`src/rtl/core/mmpn_pkg.sv`:
```
`default_nettype none

package mmpn_pkg;

	// default geometry
	localparam int MAX_SLOTS_DEF  = 256;
	localparam int PAGE_SHIFT_DEF = 12;

	localparam int CAP_W = 9;
	localparam logic [CAP_W-1:0] CAPACITY_RESET = 9'd256;

	// bootloader type codes
	localparam logic [31:0] TYPE_AVAILABLE = 32'd1;
	localparam logic [31:0] TYPE_ACPI      = 32'd3;
	localparam logic [31:0] TYPE_NVS       = 32'd4;
	localparam logic [31:0] TYPE_BAD       = 32'd5;

	// memory classes
	localparam logic [2:0] CLASS_CONVENTIONAL = 3'd0;
	localparam logic [2:0] CLASS_ACPI_RECLAIM = 3'd1;
	localparam logic [2:0] CLASS_ACPI_NVS     = 3'd2;
	localparam logic [2:0] CLASS_UNUSABLE     = 3'd3;
	localparam logic [2:0] CLASS_RESERVED     = 3'd4;

	// outcome codes
	localparam logic [1:0] OUT_STORED        = 2'd0;
	localparam logic [1:0] OUT_EMPTY         = 2'd1;
	localparam logic [1:0] OUT_ALIGNED_EMPTY = 2'd2;
	localparam logic [1:0] OUT_FULL          = 2'd3;

	typedef struct packed {
		logic        first_entry;
		logic [63:0] region_base;
		logic [63:0] region_length;
		logic [31:0] raw_type;
	} in_item_t;

	typedef struct packed {
		logic [1:0]  outcome;
		logic [2:0]  mem_class;
		logic [63:0] page_start;
		logic [51:0] page_count;
		logic [7:0]  slot_index;
		logic [8:0]  stored_total;
		logic [63:0] top_of_memory;
	} out_item_t;

	// first stage: raw entry with its end address and class
	typedef struct packed {
		logic        first_entry;
		logic        degenerate;
		logic [2:0]  mem_class;
		logic [63:0] base;
		logic [63:0] end_addr;
	} s1_t;

	// second stage: page-aligned bounds
	typedef struct packed {
		logic        first_entry;
		logic [1:0]  geom_outcome;
		logic [2:0]  mem_class;
		logic [63:0] start_addr;
		logic [63:0] end_addr;
	} s2_t;

	function automatic logic [2:0] class_of(input logic [31:0] raw);
		logic [2:0] cls;
		unique case (raw)
			TYPE_AVAILABLE: cls = CLASS_CONVENTIONAL;
			TYPE_ACPI:      cls = CLASS_ACPI_RECLAIM;
			TYPE_NVS:       cls = CLASS_ACPI_NVS;
			TYPE_BAD:       cls = CLASS_UNUSABLE;
			default:        cls = CLASS_RESERVED;
		endcase
		return cls;
	endfunction

endpackage

`default_nettype wire

```
`src/rtl/core/mmpn_align.sv`:
```
`default_nettype none

module mmpn_align
	import mmpn_pkg::*;
#(
	parameter int PAGE_SHIFT = PAGE_SHIFT_DEF
) (
	input  wire s1_t s1,
	output s2_t      s2
);

	localparam logic [63:0] LOW_MASK = (64'd1 << PAGE_SHIFT) - 64'd1;

	logic [63:0] base_up;
	logic [63:0] end_up;
	logic        usable;

	// usable memory shrinks inward, everything else grows outward
	assign usable  = (s1.mem_class == CLASS_CONVENTIONAL);
	assign base_up = (s1.base + LOW_MASK) & ~LOW_MASK;
	assign end_up  = (s1.end_addr + LOW_MASK) & ~LOW_MASK;

	always_comb begin
		s2.first_entry = s1.first_entry;
		s2.mem_class   = s1.mem_class;
		if (usable) begin
			s2.start_addr = base_up;
			s2.end_addr   = s1.end_addr & ~LOW_MASK;
		end else begin
			s2.start_addr = s1.base & ~LOW_MASK;
			s2.end_addr   = end_up;
		end
		if (s1.degenerate) begin
			s2.geom_outcome = OUT_EMPTY;
		end else if (usable ? (s2.end_addr <= s2.start_addr)
				: (s2.end_addr < s2.start_addr)) begin
			s2.geom_outcome = OUT_ALIGNED_EMPTY;
		end else begin
			s2.geom_outcome = OUT_STORED;
		end
	end

endmodule

`default_nettype wire

```
`src/rtl/core/memory_map_page_normalizer_unit.sv`:
```
`default_nettype none
// Memory map page normalizer.
// Input channel (in_valid / in_stall / in_data): one raw memory map entry per
// transfer. Output channel (out_valid / out_stall / out_data): exactly one
// result per entry, in arrival order.
// Config: cfg_we with cfg_wdata writes the slot capacity; write only while
// the pipeline is empty. The effective limit is min(capacity, MAX_SLOTS).
// Pipeline: input register (end address, class), then page rounding and slot
// allocation in one combinational pass into the result register (count,
// highest end). A transfer accepted into the input register shows its result
// on out_data once it moves on into the result register.
// Throughput: one entry per cycle when out_stall stays low; the slot count
// and highest end update as the result is registered, so back-to-back
// entries see each other's effects without bubbles.
// Out stall: backpressure goes straight back to the input; a full pipeline
// raises in_stall in the same cycle that out_stall holds the result.
// Reset: arst_n clears valids, stored count, stop flag, highest end, and
// restores capacity to 256.

module memory_map_page_normalizer_unit
	import mmpn_pkg::*;
#(
	parameter int MAX_SLOTS  = MAX_SLOTS_DEF,
	parameter int PAGE_SHIFT = PAGE_SHIFT_DEF
) (
	input  wire             clk,
	input  wire             arst_n,
	input  wire             cfg_we,
	input  wire [CAP_W-1:0] cfg_wdata,
	input  wire             in_valid,
	output logic            in_stall,
	input  wire in_item_t   in_data,
	output logic            out_valid,
	input  wire             out_stall,
	output out_item_t       out_data
);

	// count holds 0..MAX_SLOTS
	localparam int CW = $clog2(MAX_SLOTS + 1);
	localparam int WW = (CW > CAP_W) ? CW : CAP_W;

	logic [CAP_W-1:0] capacity_q;
	logic [CW-1:0]    count_q;
	logic             stopped_q;
	logic [63:0]      highest_q;

	logic s1_valid_s1;
	s1_t  item_s1;
	s1_t  s1_d;
	s2_t  s2_d;

	logic out_adv, s1_ready;
	logic s1_move, in_take;

	// handshake chain
	assign out_adv  = !out_valid || !out_stall;
	assign s1_ready = !s1_valid_s1 || out_adv;
	assign in_stall = !s1_ready;
	assign in_take  = in_valid && s1_ready;
	assign s1_move  = s1_valid_s1 && out_adv;

	// input stage: end address and wrap check
	logic [64:0] sum_w;
	assign sum_w = {1'b0, in_data.region_base} + {1'b0, in_data.region_length};

	always_comb begin
		s1_d.first_entry = in_data.first_entry;
		s1_d.degenerate  = (in_data.region_length == 64'd0) || sum_w[64];
		s1_d.mem_class   = class_of(in_data.raw_type);
		s1_d.base        = in_data.region_base;
		s1_d.end_addr    = sum_w[63:0];
	end

	mmpn_align #(
		.PAGE_SHIFT(PAGE_SHIFT)
	) u_align (
		.s1(item_s1),
		.s2(s2_d)
	);

	// result logic: slot allocation against the running state
	logic [CW-1:0] eff_count;
	logic          eff_stop;
	logic [63:0]   eff_high;
	logic [WW-1:0] limit_w, cap_w, cnt_w;
	logic [1:0]    outcome;
	logic [CW-1:0] count_n;
	logic          stop_n;
	logic [63:0]   high_n;
	logic [63:0]   span;
	logic [63:0]   pages_w;
	logic [WW-1:0] total_w;
	out_item_t     out_d;

	always_comb begin
		eff_count = s2_d.first_entry ? '0 : count_q;
		eff_stop  = s2_d.first_entry ? 1'b0 : stopped_q;
		eff_high  = s2_d.first_entry ? 64'd0 : highest_q;
		cap_w     = WW'(capacity_q);
		limit_w   = (cap_w < WW'(MAX_SLOTS)) ? cap_w : WW'(MAX_SLOTS);
		cnt_w     = WW'(eff_count);
		count_n   = eff_count;
		stop_n    = eff_stop;
		high_n    = eff_high;

		if (eff_stop) begin
			outcome = OUT_FULL;
		end else if (s2_d.geom_outcome != OUT_STORED) begin
			outcome = s2_d.geom_outcome;
		end else if (cnt_w >= limit_w) begin
			outcome = OUT_FULL;
			stop_n  = 1'b1;
		end else begin
			outcome = OUT_STORED;
		end

		span    = s2_d.end_addr - s2_d.start_addr;
		pages_w = span >> PAGE_SHIFT;

		if (outcome == OUT_STORED) begin
			count_n = eff_count + CW'(1);
			if (s2_d.mem_class <= CLASS_ACPI_NVS && s2_d.end_addr > eff_high) begin
				high_n = s2_d.end_addr;
			end
		end
		total_w = WW'(count_n);

		out_d.outcome       = outcome;
		out_d.mem_class     = s2_d.mem_class;
		out_d.page_start    = (outcome == OUT_STORED) ? s2_d.start_addr : 64'd0;
		out_d.page_count    = (outcome == OUT_STORED) ? pages_w[51:0] : 52'd0;
		out_d.slot_index    = (outcome == OUT_STORED) ? cnt_w[7:0] : 8'd0;
		out_d.stored_total  = total_w[8:0];
		out_d.top_of_memory = high_n;
	end

	// control and state
	always_ff @(posedge clk or negedge arst_n) begin
		if (!arst_n) begin
			capacity_q  <= CAPACITY_RESET;
			count_q     <= '0;
			stopped_q   <= 1'b0;
			highest_q   <= 64'd0;
			s1_valid_s1 <= 1'b0;
			out_valid   <= 1'b0;
		end else begin
			if (cfg_we) begin
				capacity_q <= cfg_wdata;
			end
			if (s1_ready) begin
				s1_valid_s1 <= in_valid;
			end
			if (out_adv) begin
				out_valid <= s1_valid_s1;
			end
			if (s1_move) begin
				count_q   <= count_n;
				stopped_q <= stop_n;
				highest_q <= high_n;
			end
		end
	end

	// payload
	always_ff @(posedge clk) begin
		if (in_take) begin
			item_s1 <= s1_d;
		end
		if (s1_move) begin
			out_data <= out_d;
		end
	end

endmodule

`default_nettype wire
```
`config.mk`:
```
export PLATFORM = sky130hd
export DESIGN_NAME = memory_map_page_normalizer_unit
export DESIGN_NICKNAME = d
export VERILOG_FILES = /design/src/rtl/core/mmpn_pkg.sv /design/src/rtl/core/mmpn_align.sv /design/src/rtl/core/memory_map_page_normalizer_unit.sv
export SDC_FILE = /design/constraint.sdc
export NUM_CORES = 1
export LEC_CHECK = 0
export BUFFER_PORTS_ARGS = -buffer_cell sky130_fd_sc_hd__buf_2
export CAP_MARGIN = 25
export CORE_ASPECT_RATIO = 0.75
export CORE_UTILIZATION = 50
export DETAILED_ROUTE_END_ITERATION = 7
export GPL_ROUTABILITY_DRIVEN = 0
export PLACE_DENSITY = 0.81
export SYNTH_ARGS = -nofsm -noshare
export SYNTH_HDL_FRONTEND = slang
export SYNTH_SLANG_ARGS = --single-unit
export TNS_END_PERCENT = 1
```
`constraint.sdc`:
```
create_clock -name clk -period 6.5 [get_ports clk]
set_input_delay 0 -clock clk [delete_from_list [all_inputs] [get_ports clk]]
set_output_delay 0 -clock clk [all_outputs]
set_load 0.005 [all_outputs]
```
==> impl_metrics.csv <==
group,metric,value,unit
timing,finalMaxSlewViolations,0,
synthesis,synth.distinct_cells,94,
synthesis,synth_ff_type,"edfxtp_1",
routing,drtIter0Drc,2631,
synthesis,syn_inst,2291,
synthesis,yosys.area_share.simple,0.1693,
setup_path,cp_common_cell,"nand2_1",
synthesis,yosysSeqAreaShare,0.4836,
synthesis,synth-xor-area-share,0.07746,
timing,clock_skew,0.01522,ns
worst_hold_path,hp-class,"in2reg",
synthesis,synth_compound_area_frac,0.1474,
timing,finalSetupViolations,0,
global_routing,grt_max_degree,115,
clock_network,cts_htree_levels,2,
global_routing,track_usage,0.2922,
setup_path,crit_fanout,60,
timing,finalSetupTns,0,ns
pwr,peakVddDrop,0.1465,mV
timing,layout_min_cycle_time,6.190,ns
pwr,p_leak,12.29,nW
setup_path,worstPathBufferInverterCount,3,
pwr,power_density,254.8,nW/µm²
clock_network,clockRootBuffer,"clkbuf_16",
clock_network,clock_path_buffers,3,
setup_path,worstPathRequired,6.79,ns
placed_design,post-dp-hpwl,55340,µm
synthesis,synth-seq-cells,408,
die,coreArea,47830,µm²
timing,finalCritPeriodShare,0.9523,
routing,first_pass_iters,6,
global_routing,first_global_vias,19790,
timing,fmax,161.5,MHz
final_layout,fin_area,29610,µm²
routing,routedWlPerCell,21.54,µm
synthesis,synthAdderAreaFrac,0.09209,
synthesis,async_reset_ff_frac,0.2083,
clock_network,cts_made_buffers,43,
final_layout,nets,3127,
clock_network,clock_latency,0.57,ns
final_layout,drive_gt1_frac,0.1859,
timing,worst_pin_slew,1.049,ns
final_layout,final_cell_mix,"buf_2, edfxtp_1, nor2_1, nand2_1, ha_1",
die,start_util,0.5113,
global_routing,grt_pass1_wl,113100,µm
final_layout,areaGrowthSynthToFinish,21.09,%
synthesis,ys_top_cells_by_area,"edfxtp_1, ha_1, dfrtp_1",
setup_path,cp.arrival,6.48,ns
global_routing,antenna_found_initial,4,
synthesis,yosys_warnings,0,
routing,num_vias,20660,
die,dieHeight,193.5,µm
synthesis,synth_top_family_by_area,"simple AND/OR/NAND/NOR gates",
synthesis,yosys.area.top_type,"edfxtp_1",
synthesis,synthesis.area,24460,µm²
timing,hold_viol,0,
clock_network,cts_tree,"done",
run_status,status,"completed",
synthesis,synth-edff-count,323,
placed_design,place_area,26950,µm²
final_layout,fin_util,0.6192,
die,ios,379,
die,fp-row-count,69,
die,die_area,49810,µm²
timing,worst_slew_margin_rel,0.3006,
setup_path,worstSetupEndpointType,"flop",
clock_network,clkTransAtPathRegs,0.07,ns
final_layout,final_cells,3447,
placed_design,dpl.cell_count,3248,
routing,drc_errors,0,
routing,via_per_inst,5.994,
final_layout,layout_commonest_cell,"buf_2",
job,maxCapViolations,0,
routing,wl,74260,µm
setup_path,worstPathCellList,"or3_4 > a31oi_4 > and2_1 > nand2_1 > nor3b_1 > nand2_1 > inv_1 > and3_1 > nand3_1 > xor2_1 > ha_1 > nand2_1 > nor4b_1 > a211oi_1 > o21a_1 > o221ai_1 > o211ai_4 > a21o_4 > a211oi_4 > buf_4 > buf_8 > o21ai_0",
routing,antenna_left,0,
synthesis,yosysTopAreaCellShare,0.3966,
setup_path,critPathMaxStageDelay,0.49,ns
setup_path,crit_family,"simple AND/OR/NAND/NOR gates",
setup_path,critPathKind,"reg2reg",
final_layout,insertedDiodeCount,0,
die,die_w,257.4,µm
placed_design,io_buffer_count,366,
pwr,finalPower,7.547,mW
synthesis,postSynthAreaPerCell,10.67,µm²
setup_path,start_kind,"flop",
synthesis,synth_mux_area_frac,0.004553,
clock_network,clock-sinks,408,
setup_path,critPathSlowestCell,"nor3b_1",
global_routing,grt-ovfl-total,0,
-- layer usage --
metal  global-route usage  share of wire  wire [µm]
met1               0.4095           0.42      31240
met2               0.4380           0.43      32060
met3              0.06381           0.10       7780
met4               0.1229          0.043       3160
met5                    0        0.00018         13
-- tightest hold or removal path, cell delays in order --
cell,delay (ns)
buf_2,0.12
inv_1,0.08
fa_1,0.18
inv_1,0.05
-- synth_stat cells, types with 4 or more instances --
cell type	count
clkbuf_1	42
a21oi_1	129
or3_1	7
and3_1	28
a22o_1	56
and4_1	8
o21ai_0	131
a31oi_1	12
nand4_1	62
buf_2	20
nand2_1	181
nor2_1	195
or2_2	4
o221ai_1	5
a21o_1	76
o211ai_1	17
nor4_1	35
o31ai_1	4
ha_1	176
edfxtp_1	323
nand2b_1	77
nor2b_1	33
nand3_1	60
xor2_1	80
and2_1	47
buf_4	19
a211oi_1	18
a221o_1	5
nor3_1	33
o21ai_1	11
dfrtp_1	84
a41oi_1	5
o21a_1	14
inv_1	53
o21bai_1	18
nor4_2	4
mux2_2	9
xnor2_1	130
-- sequential cells by signal (all words and copies together) (netlist names) --
name and flops:
highest_q 64, stopped_q 1, cap_w 9, out_valid 1
s1_valid_s1 1, count_q 9, out_data 190, item_s1 133
-- power breakdown --
group          internal [mW]  switching, mW
Combinational          0.730           1.13
Sequential              3.10          0.137
Clock                   1.39           1.06
-- area by class of cell --
cell class                      instances  area [µm²]
Inverter                               55       211.5
Clock buffer                           52        1192
Sequential cell                       408       11830
Clock inverter                         27       207.7
Fill cell                            3684       18220
Tap cell                              639       799.5
Timing Repair Buffer                  509        3296
Multi-Input combinational cell       1757       12080
-- stage by stage --
step / worst slack (ns) / hold slack [ns]
floorplan: 1.408 / -0.2956
finish: 0.3098 / 0.03436
CTS: 0.1903 / 0.001814
detailed placement: 0.2046 / -0.1466
global route: -0.01550 / 0.03116
global placement: 0.5024 / -0.1498
-- worst paths after layout --
| check | endpoint | slack, ns | start | depth (start not counted) |
|---|---|---|---|---|
| worst max-delay path | out_data[15] | 0.31 | item_s1[129] | 22 |
| worst min-delay path | item_s1[1] | 0.03 | in_data[33] | 4 |
| worst max register to register | out_data[15] | 0.31 | item_s1[129] | 22 |
| max in group asynchronous | out_valid | 5.07 | arst_n | 4 |
| worst min register to register | stopped_q | 0.49 | stopped_q | 2 |
| min in group asynchronous | cap_w[8] | 0.48 | arst_n | 3 |
-- logic make-up after synthesis --
logic type               after synthesis
buffers and inverters                138
XOR/XNOR                             212
AND/OR/NAND/NOR                      799
multiplexers                          10
adder cells (fa/ha/maj)              179
flip-flops                           408
AO/OA/AOI/OAI                        544
other                                  1
-- timing repair --
| action | CTS | global route |
|---|---|---|
| endpoints found under the setup margin | 0 | 126 |
| hold endpoints to repair | 184 | 0 |
| gates resized for setup | 0 | 8 |
| hold buffers | 112 | 0 |
| setup buffers | 0 | 3 |
Note: power is estimated with default switching activity, not from simulation.
